--- src/hdl/glzw_pkg.sv ---
// ----------------------------------------------------------------------------
// glzw_pkg
// Shared types and constants of the GIF LZW encoder.
// ----------------------------------------------------------------------------
`default_nettype none

package glzw_pkg;

  // Default parameter values.
  localparam int HASH_BITS_DEF = 13;
  localparam int MAX_CODES_DEF = 4096;
  localparam int ROOT_BITS_DEF = 8;

  // Fixed widths of the code stream.
  localparam int CODE_W  = 12;
  localparam int WIDTH_W = 4;
  localparam int EPOCH_W = 8;
  localparam int PEND_W  = 19;
  localparam int CNT_W   = 5;
  localparam logic [31:0] HASH_MULT = 32'd2654435761;

  // Output queue sizing.
  localparam int OQ_DEPTH   = 16;
  localparam int OQ_PTR_W   = 4;
  localparam int STEP_BYTES = 7;
  localparam int MAX_OUT    = 4;

  // Input queue sizing.
  localparam int FQ_DEPTH = 2;
  localparam int FQ_PTR_W = 1;

  typedef struct packed {
    logic [7:0] pixel_index;
    logic       last_pixel;
  } in_item_t;

  typedef struct packed {
    logic [7:0] data_byte;
    logic       run_end;
    logic       frame_end;
  } out_item_t;

  // End-of-item notice from the engine to the output queue.
  typedef struct packed {
    logic done;
    logic last;
  } step_t;

  typedef enum logic [3:0] {
    ST_IDLE,
    ST_WIPE,
    ST_HASH,
    ST_READ,
    ST_CMP,
    ST_SEND,
    ST_DRAIN,
    ST_PAD,
    ST_FIN
  } back_state_t;

endpackage

`default_nettype wire

--- src/hdl/glzw_outq.sv ---
// ----------------------------------------------------------------------------
// glzw_outq
// Output byte queue; releases at most four bytes per item and flags them.
// ----------------------------------------------------------------------------
`default_nettype none

module glzw_outq (
  input  wire logic            clk,
  input  wire logic            rst_n,
  input  wire logic            push,
  input  wire logic [7:0]      push_byte,
  input  wire glzw_pkg::step_t step,
  output logic                 room,
  output glzw_pkg::out_item_t  out_item,
  output logic                 out_empty,
  input  wire logic            out_pop
);

  localparam int PW = glzw_pkg::OQ_PTR_W;

  logic [7:0]  byte_r [glzw_pkg::OQ_DEPTH];
  logic        rend_r [glzw_pkg::OQ_DEPTH];
  logic        fend_r [glzw_pkg::OQ_DEPTH];
  logic [PW:0] wr_r, wr_nxt, rd_r, rd_nxt, rel_r, rel_nxt;
  logic [PW:0] avail, n;

  // Bytes written but not yet handed to an item form the backlog.
  assign avail = wr_r - rel_r;
  assign n     = (avail > (PW+1)'(glzw_pkg::MAX_OUT)) ? (PW+1)'(glzw_pkg::MAX_OUT) : avail;
  assign room  = (wr_r - rd_r) <= (PW+1)'(glzw_pkg::OQ_DEPTH - glzw_pkg::STEP_BYTES);
  assign out_empty          = (rd_r == rel_r);
  assign out_item.data_byte = byte_r[rd_r[PW-1:0]];
  assign out_item.run_end   = rend_r[rd_r[PW-1:0]];
  assign out_item.frame_end = fend_r[rd_r[PW-1:0]];

  always_comb begin
    wr_nxt  = wr_r + (PW+1)'(push);
    rd_nxt  = rd_r + (PW+1)'(out_pop && !out_empty);
    rel_nxt = step.done ? rel_r + n : rel_r;
  end

  always_ff @(posedge clk) begin
    if (!rst_n) begin
      wr_r  <= '0;
      rd_r  <= '0;
      rel_r <= '0;
    end else begin
      wr_r  <= wr_nxt;
      rd_r  <= rd_nxt;
      rel_r <= rel_nxt;
    end
  end

  // New bytes start unflagged; an item's end marks its last released byte.
  always_ff @(posedge clk) begin
    if (push) begin
      byte_r[wr_r[PW-1:0]] <= push_byte;
      rend_r[wr_r[PW-1:0]] <= 1'b0;
      fend_r[wr_r[PW-1:0]] <= 1'b0;
    end else if (step.done) begin
      if (n != '0) rend_r[PW'(rel_r + n - (PW+1)'(1))] <= 1'b1;
      if (step.last) fend_r[PW'(wr_r - (PW+1)'(1))] <= 1'b1;
    end
  end

endmodule

`default_nettype wire

--- config.mk ---
export PLATFORM = sky130hd
export DESIGN_NAME = glzw_outq
export DESIGN_NICKNAME = d
export VERILOG_FILES = /design/src/hdl/glzw_pkg.sv /design/src/hdl/glzw_outq.sv
export SDC_FILE = /design/constraint.sdc
export NUM_CORES = 1
export LEC_CHECK = 0
export BUFFER_PORTS_ARGS = -buffer_cell sky130_fd_sc_hd__buf_2
export CAP_MARGIN = 25
export CORE_MARGIN = 5
export CORE_UTILIZATION = 35
export DETAILED_ROUTE_END_ITERATION = 12
export SYNTH_ARGS = -nofsm -noshare
export SYNTH_HDL_FRONTEND = slang
export SYNTH_SLANG_ARGS = --single-unit
--- constraint.sdc ---
create_clock -name clk -period 5.45 [get_ports clk]
set_input_delay 0.8175 -clock clk [delete_from_list [all_inputs] [get_ports clk]]
set_output_delay 0.8175 -clock clk [all_outputs]
set_load 0.02 [all_outputs]
Word-level counts from Yosys, hierarchy flattened
Memories as Yosys holds them, arrays and structs flattened. A register that Yosys moved wholly into a read port is not among the register bits.
Cells that the tools add are included.
{"block": "totals", "ram_bits": 160, "out_inout_bits": 12, "input_bits": 14, "reg_bits": 15, "mem_bits_ro": 0, "memories": 3, "latchBits": 0}
{"block": "op_classes", "n_mul": 0, "n_shift": 0, "div": 0, "n_reduce_logical": 5, "bitwise": 0, "n_lt_le_gt_ge": 2, "eq_ne": 1, "addsub": 7, "mux": 20}
{"memory": "byte_r", "depth": 16, "word_bits": 8, "rd": 1, "rd_clocked_by_memory_dff": 1, "write_ports": 1, "line": "glzw_outq.sv:21", "rtl": "logic [7:0] byte_r [glzw_pkg::OQ_DEPTH];"}
{"memory": "fend_r", "depth": 16, "word_bits": 1, "rd": 1, "rd_clocked_by_memory_dff": 1, "write_ports": 1, "line": "glzw_outq.sv:23", "rtl": "logic fend_r [glzw_pkg::OQ_DEPTH];"}
{"memory": "rend_r", "depth": 16, "word_bits": 1, "rd": 1, "rd_clocked_by_memory_dff": 1, "write_ports": 1, "line": "glzw_outq.sv:22", "rtl": "logic rend_r [glzw_pkg::OQ_DEPTH];"}
{"cell": "$mux 4", "n": 5}
{"cell": "$mux 1", "n": 14}
{"cell": "$add 5x1->5", "n": 2}
{"cell": "$sub 5x5->5", "n": 2}
{"cell": "$sub 4x1->4 const B", "n": 2}
{"cell": "$add 5x5->5", "n": 1}
{"cell": "$eq 5x5->1", "n": 1}
{"cell": "$gt 5x3->1 const B", "n": 1}
{"cell": "$le 5x4->1 const B", "n": 1}
{"cell": "$mux 5", "n": 1}
{"cell": "$reduce_bool 5->1", "n": 1}
{"cell": "$reduce_or 1->1", "n": 2}
{"cell": "$logic_and 1x1->1", "n": 1}
{"cell": "$logic_not 1->1", "n": 1}

Logic depth before layout (Yosys ltp)
{"block": "logic_depth", "depth_word": 10, "depth_mapped": 18, "ltp_nobuf": 17}

Least setup slack after synthesis
No wires, ideal clock.
{"block": "synth_path", "path_kind": "reg2reg", "from": "register wr_r[0]", "to": "memory rend_r[0] (enable)", "path_buffers": 1, "t_arrival_ns": 3.940, "path_slack_ns": 1.206, "path_stages_with_launch": 19, "synth_period_minus_slack_ns": 4.244, "path_cell_list": "dfxtp_1 -> clkbuf_1 -> inv_1 -> ha_1 -> inv_1 -> fa_1 -> a21o_2 -> a21oi_4 -> xor2_4 -> nor3_1 -> nand2_1 -> fa_1 -> xor2_1 -> nand2_1 -> nor3_1 -> nand3_1 -> a211oi_1 -> mux2i_1 -> a21oi_1"}
{"block": "synth_via", "elab_chain_cells": 10, "elab_cells_between_ends": 13, "classes_between": "add/sub (3); order compare (1); mux (7); reduce/logical (2)"}
{"element": "from (decl)", "line": "glzw_outq.sv:24", "rtl": "logic [PW:0] wr_r, wr_nxt, rd_r, rd_nxt, rel_r, rel_nxt;"}
{"element": "from (signal assigned)", "line": "glzw_outq.sv:48", "rtl": "wr_r <= wr_nxt;"}
{"element": "branches (longest 10 deep; another with $sub 5x5->5)"}
{"element": "to (decl)", "line": "glzw_outq.sv:22"}
Parallel ways; which one is timed is not known.

Worst setup path after layout
Ends and elaborated chain as after synthesis.

==> flow_summary_export.csv <==
group,metric,value,unit
status,outcome,"complete, no violations",
clocking,insertion_delay,0.44,ns
critical_path,crit_type,"register to register",
placement,io_buffer_count,25,
global_route,overflow,0,
finish,final_util,0.403,
finish,area_delta_synth_final,14.1,%
critical_path,cp.required,5.59,ns
pwr,p_total,3.92,mW
clocking,cts_hold_buf,0,
synthesis,syn_area,7940,sq um
timing,slew_headroom,0.320,
clocking,clk_pin_slew,0.07,ns
critical_path,startpoint_type,"register",
global_route,grt_max_degree,26,
timing,finalSetupViolCount,0,
timing,hold_violations,0,
die,dieWidth,161,um
clocking,cts-htree-levels,4,
clocking,clock_path_buffers,2,
detailed_routing,first_iter_violations,351,
pwr,power_density,433,nW/um^2
detailed_routing,vias_per_cell,5.14,
die,dieArea,25800,sq um
critical_path,cp_slowest_cell,"dfxtp_1",
finish,drive_above_1_share,0.262,
critical_path,critPathBufInv,2,
critical_path,path_max_fanout,13,
clocking,cts_resized,0,
die,core-area,22500,sq um
synthesis,synth_edf_count,160,
global_route,grt_pass1_wl,25700,um
synthesis,async_reset_ff_frac,0,
finish,layout_commonest_cell,"edfxtp_1",
synthesis,yosys_register_bits,175,
die,die-height,161,um
critical_path,end_kind,"register",
timing,worst_slew_pin_slew,1.02,ns
synthesis,syn_nets,513,
detailed_routing,ant_nets,0,
finish,final_cell_mix,"edfxtp_1, mux4_2, nor2_1",
detailed_routing,drcViolationCount,0,
detailed_routing,drtPass1Iterations,4,
synthesis,synth_ff_type,"edfxtp_1",
global_route,grt_pass1_vias,4367,
synthesis,netlist_top_cells_area,"edfxtp_1, mux4_2, dfxtp_1, ha_1, nor2_1",
synthesis,synth_area_per_cell,16.7,sq um
detailed_routing,via_count,4175,
critical_path,cp_top_family,"adder cells",
placement,dp_hpwl,11100,um
global_route,antenna_found_initial,0,
pwr,ir_drop,0.000218,V
critical_path,path_cells,"inv_1 -> ha_1 -> inv_1 -> fa_1 -> a21o_2 -> a21oi_4 -> xor2_4 -> nor3_1 -> nand2_1 -> fa_1 -> xor2_1 -> nand2_1 -> nor3_1 -> nand3_1 -> a211oi_1 -> mux2i_1 -> a21oi_1",
synthesis,yosysSeqAreaShare,0.643,
synthesis,synth_warnings,0,
synthesis,syn_inst,475,
timing,finClkSkew,0.0103,ns
timing,finalMaxSlewViolations,0,
run,cap_viol_max_count,0,
synthesis,synthDominantCellAreaShare,0.605,
critical_path,arrival,4.85,ns
clocking,postCtsSetupBuffers,0,
clocking,root_buffer,"clkbuf_16",
pwr,power_leakage,3.00,nW
critical_path,critical_path.max_stage_delay,0.47,ns
die,boundaryPins,26,
detailed_routing,post_drt_wl_per_cell,20.3,um
clocking,cts_buffers,17,
finish,fin_nets,552,
timing,post-route-period-util,0.865,
clocking,cts_tree,"built",
synthesis,synth_cell_type_count,48,
finish,antenna_cells,0,
timing,fmax,212,MHz
timing,rsz0062_at_grt,"false",
timing,tns,0,ns
timing,post-route-worst-setup-slack,0.738,ns
hold_path,hold_path_class,"register to register",
placement,place_ws,0.744,ns
synthesis,yosysTopAreaCell,"edfxtp_1",
global_route,grtUsageTotal,0.133,
die,rows,55,
detailed_routing,routed_wl,16500,um
timing,post-route-min-period,4.71,ns
placement,place_congestion,0.845,
timing,whs,0.587,ns
clocking,clock_sinks,175,
die,initial_core_util,0.353,
==> worst paths after layout <==
path                 start         to  slack (ns)  depth (start not counted)
hold reg to reg   rel_r[1]   rel_r[1]        0.59                          1
setup / recovery   wr_r[0]  rend_r[0]        0.74                         17
setup reg to reg   wr_r[0]  rend_r[0]        0.74                         17
hold / removal    rel_r[1]   rel_r[1]        0.59                          1
==> metrics by stage <==
stage	cells	area [sq um]
after global routing	812	9060
final	812	9060
after global placement	771	8390
after detailed placement	779	8480
after CTS	811	9050
after floorplan	475	7940
==> state kept, by name, indices dropped and copies added, names as in the netlist <==
register  count
rel_r         5
byte_r      128
fend_r       16
wr_r          5
rend_r       16
rd_r          5
==> worst reg2reg max path: cells and delay by family, from the launching register on <==
family,cells,cell delay (ns)
fa+ha+maj,3,1.05
xor+xnor,2,0.44
compound gates,4,0.95
mux,1,0.21
buf+inv,2,0.33
flops,1,0.47
simple gates,5,0.97
==> kinds of logic (layout without fill, tap and decap cells) <==
logic type / after synthesis / after routing / share of synthesized area
multiplexers: 57 / 57 / 0.152
other: 1 / 1 / 0.000472
AND/OR/NAND/NOR: 112 / 112 / 0.0681
adder cells (fa/ha/maj): 24 / 24 / 0.0407
XOR/XNOR: 27 / 27 / 0.0359
buffers and inverters: 36 / 88 / 0.0178
flip-flops: 175 / 175 / 0.643
AO/OA/AOI/OAI: 43 / 43 / 0.0419
==> area by class of cell <==
| cell class | instances | area, sq um |
|---|---|---|
| Fill cell | 2019 | 13400 |
| Sequential cell | 175 | 5110 |
| Multi-Input combinational cell | 264 | 2690 |
| Clock buffer | 17 | 425 |
| Tap cell | 285 | 357 |
| Timing Repair Buffer | 41 | 275 |
| Clock inverter | 15 | 146 |
| Inverter | 15 | 56.3 |
==> routing by layer <==
metal	vias up	routed length, um	global-route usage
met1	2152	7280	0.180
met3	18	750	0.0364
met4	0	147	0.0305
li1	1924	-	-
met2	81	8280	0.214
met5	-	0	0
==> synthesized netlist by cell type (2+ instances only) <==
master	number
a31oi_1	4
a21oi_1	14
nand3_1	8
ha_1	21
xor2_1	8
edfxtp_1	160
and3_1	2
a32oi_1	2
xor2_2	3
inv_1	14
nor3_1	17
dfxtp_1	15
o211a_1	2
o21ai_1	2
mux4_2	50
nor2_1	40
o21ai_0	4
buf_2	5
fa_1	3
nand2b_1	5
xnor2_1	14
nor2b_1	5
and2_1	15
nand2_1	16
a21o_1	2
a2bb2oi_1	2
clkbuf_1	15
o41ai_4	2
mux2i_1	6
==> power by group <==
part	switching, mW	leakage [nW]	total, mW	internal (mW)
logic	0.607	1.15	1.13	0.524
registers	0.0795	1.58	1.59	1.51
clock network	0.554	0.278	1.20	0.645
total	1.24	3.00	3.92	2.68
(Power assumes the default switching activity.)
