===== src/hdl/glzw_pkg.sv =====
// ----------------------------------------------------------------------------
// glzw_pkg
// Shared types and constants of the GIF LZW encoder.
// ----------------------------------------------------------------------------
`default_nettype none

package glzw_pkg;

  // Default parameter values.
  localparam int HASH_BITS_DEF = 13;
  localparam int MAX_CODES_DEF = 4096;
  localparam int ROOT_BITS_DEF = 8;

  // Fixed widths of the code stream.
  localparam int CODE_W  = 12;
  localparam int WIDTH_W = 4;
  localparam int EPOCH_W = 8;
  localparam int PEND_W  = 19;
  localparam int CNT_W   = 5;
  localparam logic [31:0] HASH_MULT = 32'd2654435761;

  // Output queue sizing.
  localparam int OQ_DEPTH   = 16;
  localparam int OQ_PTR_W   = 4;
  localparam int STEP_BYTES = 7;
  localparam int MAX_OUT    = 4;

  // Input queue sizing.
  localparam int FQ_DEPTH = 2;
  localparam int FQ_PTR_W = 1;

  typedef struct packed {
    logic [7:0] pixel_index;
    logic       last_pixel;
  } in_item_t;

  typedef struct packed {
    logic [7:0] data_byte;
    logic       run_end;
    logic       frame_end;
  } out_item_t;

  // End-of-item notice from the engine to the output queue.
  typedef struct packed {
    logic done;
    logic last;
  } step_t;

  typedef enum logic [3:0] {
    ST_IDLE,
    ST_WIPE,
    ST_HASH,
    ST_READ,
    ST_CMP,
    ST_SEND,
    ST_DRAIN,
    ST_PAD,
    ST_FIN
  } back_state_t;

endpackage

`default_nettype wire


===== src/hdl/glzw_front.sv =====
// ----------------------------------------------------------------------------
// glzw_front
// Two-entry input queue that decouples the pixel source from the engine.
// ----------------------------------------------------------------------------
`default_nettype none

module glzw_front (
  input  wire logic              clk,
  input  wire logic              rst_n,
  input  wire logic              in_push,
  input  wire glzw_pkg::in_item_t in_item,
  input  wire logic              hold,
  output logic                   in_full,
  output logic                   item_valid,
  output glzw_pkg::in_item_t     item,
  input  wire logic              item_pop
);

  localparam int PW = glzw_pkg::FQ_PTR_W;

  glzw_pkg::in_item_t q_r [glzw_pkg::FQ_DEPTH];
  logic [PW:0] wr_r, wr_nxt, rd_r, rd_nxt;
  logic        take;

  // Queue is full when the pointers differ only in the wrap bit; in_full is also high during hold.
  assign in_full    = ((wr_r - rd_r) == (PW+1)'(glzw_pkg::FQ_DEPTH)) || hold;
  assign take       = in_push && !in_full;
  assign item_valid = (wr_r != rd_r);
  assign item       = q_r[rd_r[PW-1:0]];

  always_comb begin
    wr_nxt = wr_r + (PW+1)'(take);
    rd_nxt = rd_r + (PW+1)'(item_pop && item_valid);
  end

  always_ff @(posedge clk) begin
    if (!rst_n) begin
      wr_r <= '0;
      rd_r <= '0;
    end else begin
      wr_r <= wr_nxt;
      rd_r <= rd_nxt;
    end
  end

  // Payload storage needs no reset.
  always_ff @(posedge clk) begin
    if (take) begin
      q_r[wr_r[PW-1:0]] <= in_item;
    end
  end

endmodule

`default_nettype wire


===== config.mk =====
export PLATFORM = sky130hd
export DESIGN_NAME = glzw_front
export DESIGN_NICKNAME = d
export VERILOG_FILES = /design/src/hdl/glzw_pkg.sv /design/src/hdl/glzw_front.sv
export SDC_FILE = /design/constraint.sdc
export NUM_CORES = 1
export LEC_CHECK = 0
export BUFFER_PORTS_ARGS = -buffer_cell sky130_fd_sc_hd__buf_2
export CAP_MARGIN = 20
export CORE_ASPECT_RATIO = 1.2
export CORE_MARGIN = 2
export CORE_UTILIZATION = 25
export CTS_CLUSTER_SIZE = 30
export DETAILED_ROUTE_END_ITERATION = 8
export GPL_ROUTABILITY_DRIVEN = 0
export SLEW_MARGIN = 20
export SYNTH_ARGS = -nofsm -noshare
export SYNTH_HDL_FRONTEND = slang
export SYNTH_SLANG_ARGS = --single-unit

===== constraint.sdc =====
create_clock -name clk -period 1.6 [get_ports clk]
set_input_delay 0.08 -clock clk [delete_from_list [all_inputs] [get_ports clk]]
set_output_delay 0.08 -clock clk [all_outputs]
set_load 0.02 [all_outputs]

# Yosys cells after proc, flatten, opt, wreduce, memory -nomap -nowiden
# Memories as Yosys holds them, arrays and structs flattened. A register that Yosys moved wholly into a read port is not among the register bits.
# Cells that the tools add are included.
dict set report totals {
  mem_bits_rw 18
  output_inout_bits 11
  elab_cells 15
  reg_bits 4
  n_memories 1
}
# name words width read_ports rd_clocked_by_memory_dff write_ports line
set mem_list {}
lappend mem_list {q_r 2 9 1 1 1 glzw_front.sv:21} ;# glzw_pkg::in_item_t q_r [glzw_pkg::FQ_DEPTH];
dict set report op_classes {
  n_eq_ne 2
  addsub 3
  n_reduce_logical 4
  muxes 3
}
# operator n
set ops {}
lappend ops {{$add A2 B1 Y2} 2}
lappend ops {{$mux W1} 3}
lappend ops {{$eq A2 B2 Y1 const B} 1}
lappend ops {{$logic_and A1 B1 Y1} 2}
lappend ops {{$ne A2 B2 Y1} 1}
lappend ops {{$sub A2 B2 Y2} 1}
lappend ops {{$logic_not A1 Y1} 1}
lappend ops {{$logic_or A1 B1 Y1} 1}

# Longest topological paths before layout
dict set report depth {
  depth_word 7
  depth_mapped 5
  ltp_nobuf 5
}

# Worst setup path after synthesis
# OpenSTA, ideal clock, no wires.
dict set report synth_path {
  path_kind {reg2reg}
  from {register wr_r[0]}
  to {register wr_r[1]}
  synth_period_minus_slack_ns 1.454
  required_time_ns 1.485
  setup_time_ns 0.115
  setup_slack_ns 0.146
  n_path_buf 0
  path_stages_with_launch 6
  t_arrival_ns 1.339
  path_cell_list {dfxtp_1 -> xnor2_1 -> a21oi_1 -> ha_1 -> xor2_1 -> and2_1}
}
dict set report synth_via {
  elab_chain_cells 6
}
# element line
set synth_rtl {}
lappend synth_rtl {{from (decl)} glzw_front.sv:22} ;# logic [PW:0] wr_r, wr_nxt, rd_r, rd_nxt;
lappend synth_rtl {{from (signal assigned)} glzw_front.sv:41} ;# wr_r <= wr_nxt;
lappend synth_rtl {{$sub A2 B2 Y2} glzw_front.sv:26} ;# assign in_full = ((wr_r - rd_r) == (PW+1)'(glzw_pkg::FQ_DEPTH)) || hold;
lappend synth_rtl {{$eq A2 B2 Y1} glzw_front.sv:26}
lappend synth_rtl {{$logic_or A1 B1 Y1} glzw_front.sv:26}
lappend synth_rtl {{$logic_not A1 Y1} glzw_front.sv:27} ;# assign take = in_push && !in_full;
lappend synth_rtl {{$logic_and A1 B1 Y1} glzw_front.sv:27}
lappend synth_rtl {{$add A2 B1 Y2 *} glzw_front.sv:32} ;# wr_nxt = wr_r + (PW+1)'(take);
# Mark *: on every way between the ends. The rest lies on a longest branch, timed or not.
# A chain may end at the register's enable or synchronous reset.

# Worst setup path after layout
dict set report layout_path {
  from {register rd_r[1]}
  to {memory q_r[1][2] (netlist name) (enable)}
}
dict set report layout_via {
  elab_chain_cells 7
}
# element line
set layout_rtl {}
lappend layout_rtl {{from (decl)} glzw_front.sv:22}
lappend layout_rtl {{from (signal assigned)} glzw_front.sv:42} ;# rd_r <= rd_nxt;
lappend layout_rtl {{$sub A2 B2 Y2} glzw_front.sv:26}
lappend layout_rtl {{$eq A2 B2 Y1} glzw_front.sv:26}
lappend layout_rtl {{$logic_or A1 B1 Y1} glzw_front.sv:26}
lappend layout_rtl {{$logic_not A1 Y1} glzw_front.sv:27}
lappend layout_rtl {{$logic_and A1 B1 Y1} glzw_front.sv:27}
lappend layout_rtl {{$mux W1} glzw_front.sv:48} ;# if (take) begin
lappend layout_rtl {{$mux W1 (implied by the code)} glzw_front.sv:49} ;# q_r[wr_r[PW-1:0]] <= in_item;
lappend layout_rtl {{to (decl)} glzw_front.sv:21}
# Every way passes these cells.

==> flow_metrics.py <==
metrics = {
    "yosys": {
        "syn_avg_cell_area_um2": 17.95,
        "synthTopCellsByArea": "edfxtp_1 (58%), mux2_4 (14%), dfxtp_1 (11%)",
        "synth_most_common_cell": "edfxtp_1",
        "synth_ff_type": "edfxtp_1",
        "async_flop_share_pct": 0,
        "synthDistinctLibCells": 15,
        "ys_seq_elements": 23,
        "yosys_warnings": 0,
        "syn-instance-count": 52,
        "syn-num-nets": 69,
        "synth_edf_count": 18,
        "synthTopCellsByCount": "edfxtp_1 (18), mux2_4 (9), dfxtp_1 (5)",
        "seq_area_frac_synth_pct": 68.63,
        "synth_area_um2": 933.4,
        "synth_top_cell_area_share_pct": 57.91,
        "synth_top_area_cell": "edfxtp_1",
    },
    "place": {
        "place_area_um2": 1134,
        "placed_cells": 118,
        "io_buffers": 24,
        "hpwl_um": 1057,
    },
    "worst_setup_path": {
        "rr_startpoint": "rd_r[1]$_SDFF_PN0_",
        "crit_fanout": 9,
        "rr_endpoint": "q_r[1][2]$_DFFE_PP_",
        "crit_family": "flip-flops",
        "crit_path_start_kind": "register",
        "cp-end-kind": "register",
        "crit_chain": "xor2_1 -> a21oi_1 -> ha_1 -> buf_12",
        "crit_end": "q_r[1][2]$_DFFE_PP_",
        "crit_start": "rd_r[1]$_SDFF_PN0_",
        "rr_worst_depth": 4,
        "cp.depth": 4,
        "worst-endpoint-arrival_ns": 1.42,
        "crit_slowest_cell": "dfxtp_1",
        "r2r_slack_ns": 0.15,
        "path_buf_inv": 1,
        "max_stage_delay_ns": 0.35,
        "worstSetupPathType": "reg2reg",
        "cp.required_ns": 1.58,
    },
    "power_and_ir_drop": {
        "pwr-share-seq_pct": 51.3,
        "vdd_ir_drop_max_uv": 370.7,
        "combPwrFrac_pct": 23.4,
        "p_sw_uw": 346.9,
        "p_leak_nw": 0.5098,
        "power.internal_mw": 1.015,
        "p_clk_share_pct": 25.3,
        "power.density_nw_per_um2": 1144,
        "swShare_pct": 25.48,
    },
    "layout": {
        "fill_cells": 361,
        "area_delta_synth_final_pct": 27.48,
        "regArea_um2": 640.6,
        "fin_cells": 123,
        "utilization_pct": 33.02,
        "design_area_um2": 1190,
        "fin_nets": 102,
        "diodes": 0,
        "drive_gt1_share_pct": 48.81,
        "multi_input_area_um2": 277.8,
    },
    "cts": {
        "clk_path_buf_depth": 2,
        "cts_root_buf": "clkbuf_8",
        "post-cts-setup-buffers": 0,
        "cts_tree": "done",
        "path_clk_slew_ns": 0.08,
        "postCtsResizedCells": 0,
        "cts_inserted_buffers": 3,
        "clk_latency_ns": 0.25,
        "htree_levels": 1,
        "clock-sinks": 23,
    },
    "die": {
        "dieArea_um2": 4240,
        "die_x_um": 59.78,
        "die_h_um": 70.94,
        "initial_core_util_pct": 25.90,
        "rows": 24,
        "design.core.area_um2": 3603,
        "io_pins": 25,
    },
    "sta": {
        "rsz0062_at_grt": "false",
        "slew_viol_final": 0,
        "fin_crit_sh_pct": 90.37,
        "setup_viol": 0,
        "finalHoldViolCount": 0,
        "fin_setup_tns_ns": 0,
        "hold_slack_ns": 0.009726,
        "slew_headroom_pct": 87.40,
        "worst_slew_pin_slew_ns": 0.1890,
        "finClkSkew_ns": 0.004084,
        "fmax_mhz": 691.6,
        "min_period_ns": 1.446,
    },
    "drt": {
        "detail_route.vias_per_cell": 4.106,
        "vias": 505,
        "postRouteAntennaNets": 0,
        "wl_per_cell_um": 11.33,
        "drtIter0Drc": 11,
        "drc": 0,
        "routed_wl_um": 1394,
        "dr.pass1.iters": 5,
    },
    "grt": {
        "grt_util_all_layers_pct": 7.392,
        "grt_pass1_wl_um": 2325,
        "grt_max_degree": 14,
        "overflow": 0,
        "grt_pass1_vias": 535,
        "antenna_found_initial": 0,
    },
    "min_path": {
        "hp-class": "in2reg",
    },
    "outcome": {
        "outcome": "finished clean",
    },
    "job": {
        "cap_viol_max_count": 0,
    },
}
==> how the worst min path moves through the flow <==
stage	startpoint	to	slack (ns)	depth (start not counted)
6_report	in_item[6]	q_r[0][6]$_DFFE_PP_	0.01	1
2_1_floorplan	in_item[0]	q_r[0][0]$_DFFE_PP_	0.18	0
4_1_cts	in_item[6]	q_r[1][6]$_DFFE_PP_	0.0004	1
3_3_place_gp	in_item[1]	q_r[0][1]$_DFFE_PP_	0.28	1
5_1_grt	in_item[2]	q_r[0][2]$_DFFE_PP_	0.0005	1
3_5_place_dp	in_item[3]	q_r[0][3]$_DFFE_PP_	0.27	1
==> sequential cells by signal (all words and copies together) (netlist names), named ones only <==
register	cells
q_r	18
rd_r	2
wr_r	2
==> layout make-up <==
type | instances | area share (%)
Inverter | 1 | 0.3155
Sequential cell | 23 | 53.84
Tap cell | 39 | 4.101
Clock inverter | 1 | 0.4206
Clock buffer | 3 | 3.470
Multi-Input combinational cell | 27 | 23.34
Timing Repair Buffer | 29 | 14.51
==> cells in the final DEF (no fill, tap or decap), drive strengths merged <==
master and instances:
a21oi 1, edfxtp 18, xnor2 2, nor2b 1
clkbuf 3, a21o 1, dlygate4sd3 1, buf 28
mux2 9, xor2 3, clkinv 1, nand2b 1
inv 1, ha 3, a21boi 1, and2 4
nand2 1, dfxtp 5
==> metrics by stage <==
step | total power [mW] | setup WS (ns)
floorplan | 0.9367 | 0.1461
global placement | 1.033 | 0.2121
detailed placement | 1.035 | 0.1718
CTS | 1.386 | 0.1490
global route | 1.432 | 0.05521
finish | 1.362 | 0.1542
==> worst register-to-register path: stages (launching register included) <==
cell	delay, ns
dfxtp_1	0.35
xor2_1	0.18
a21oi_1	0.21
ha_1	0.27
buf_12	0.15
==> kinds of logic (layout without fill, tap and decap cells) <==
kind of cell | after synthesis | after routing | share of synthesized area, %
mux | 9 | 9 | 14.48
compound gates | 3 | 3 | 2.145
simple gates | 7 | 7 | 4.424
flops | 23 | 23 | 68.63
fa+ha+maj | 3 | 3 | 4.022
xor+xnor | 5 | 5 | 4.693
buf+inv | 2 | 34 | 1.608
==> power by group through the flow <==
stage               Combinational, mW  Clock (mW)  Sequential, mW
finish                          0.319       0.345           0.698
global route                    0.353       0.376           0.703
CTS                             0.325       0.362           0.699
detailed placement              0.322           0           0.712
global placement                0.322           0           0.711
floorplan                       0.227           0           0.710
==> what timing repair did <==
item,in CTS,in global routing
endpoints found under the setup margin,0,0
hold endpoints to repair,2,0
hold buffers,1,0
==> routing by layer <==
| metal | wire length, µm | vias up | share of wire, % | track usage, % |
|---|---|---|---|---|
| met3 | 132 | 2 | 9.5 | 2.742 |
| li1 | - | 252 | - | - |
| met2 | 632 | 19 | 45 | 12.20 |
| met4 | 19 | 0 | 1.4 | 3.704 |
| met5 | 0 | - | 0 | 0 |
| met1 | 609 | 232 | 44 | 8.121 |
(Power assumes the default switching activity.)
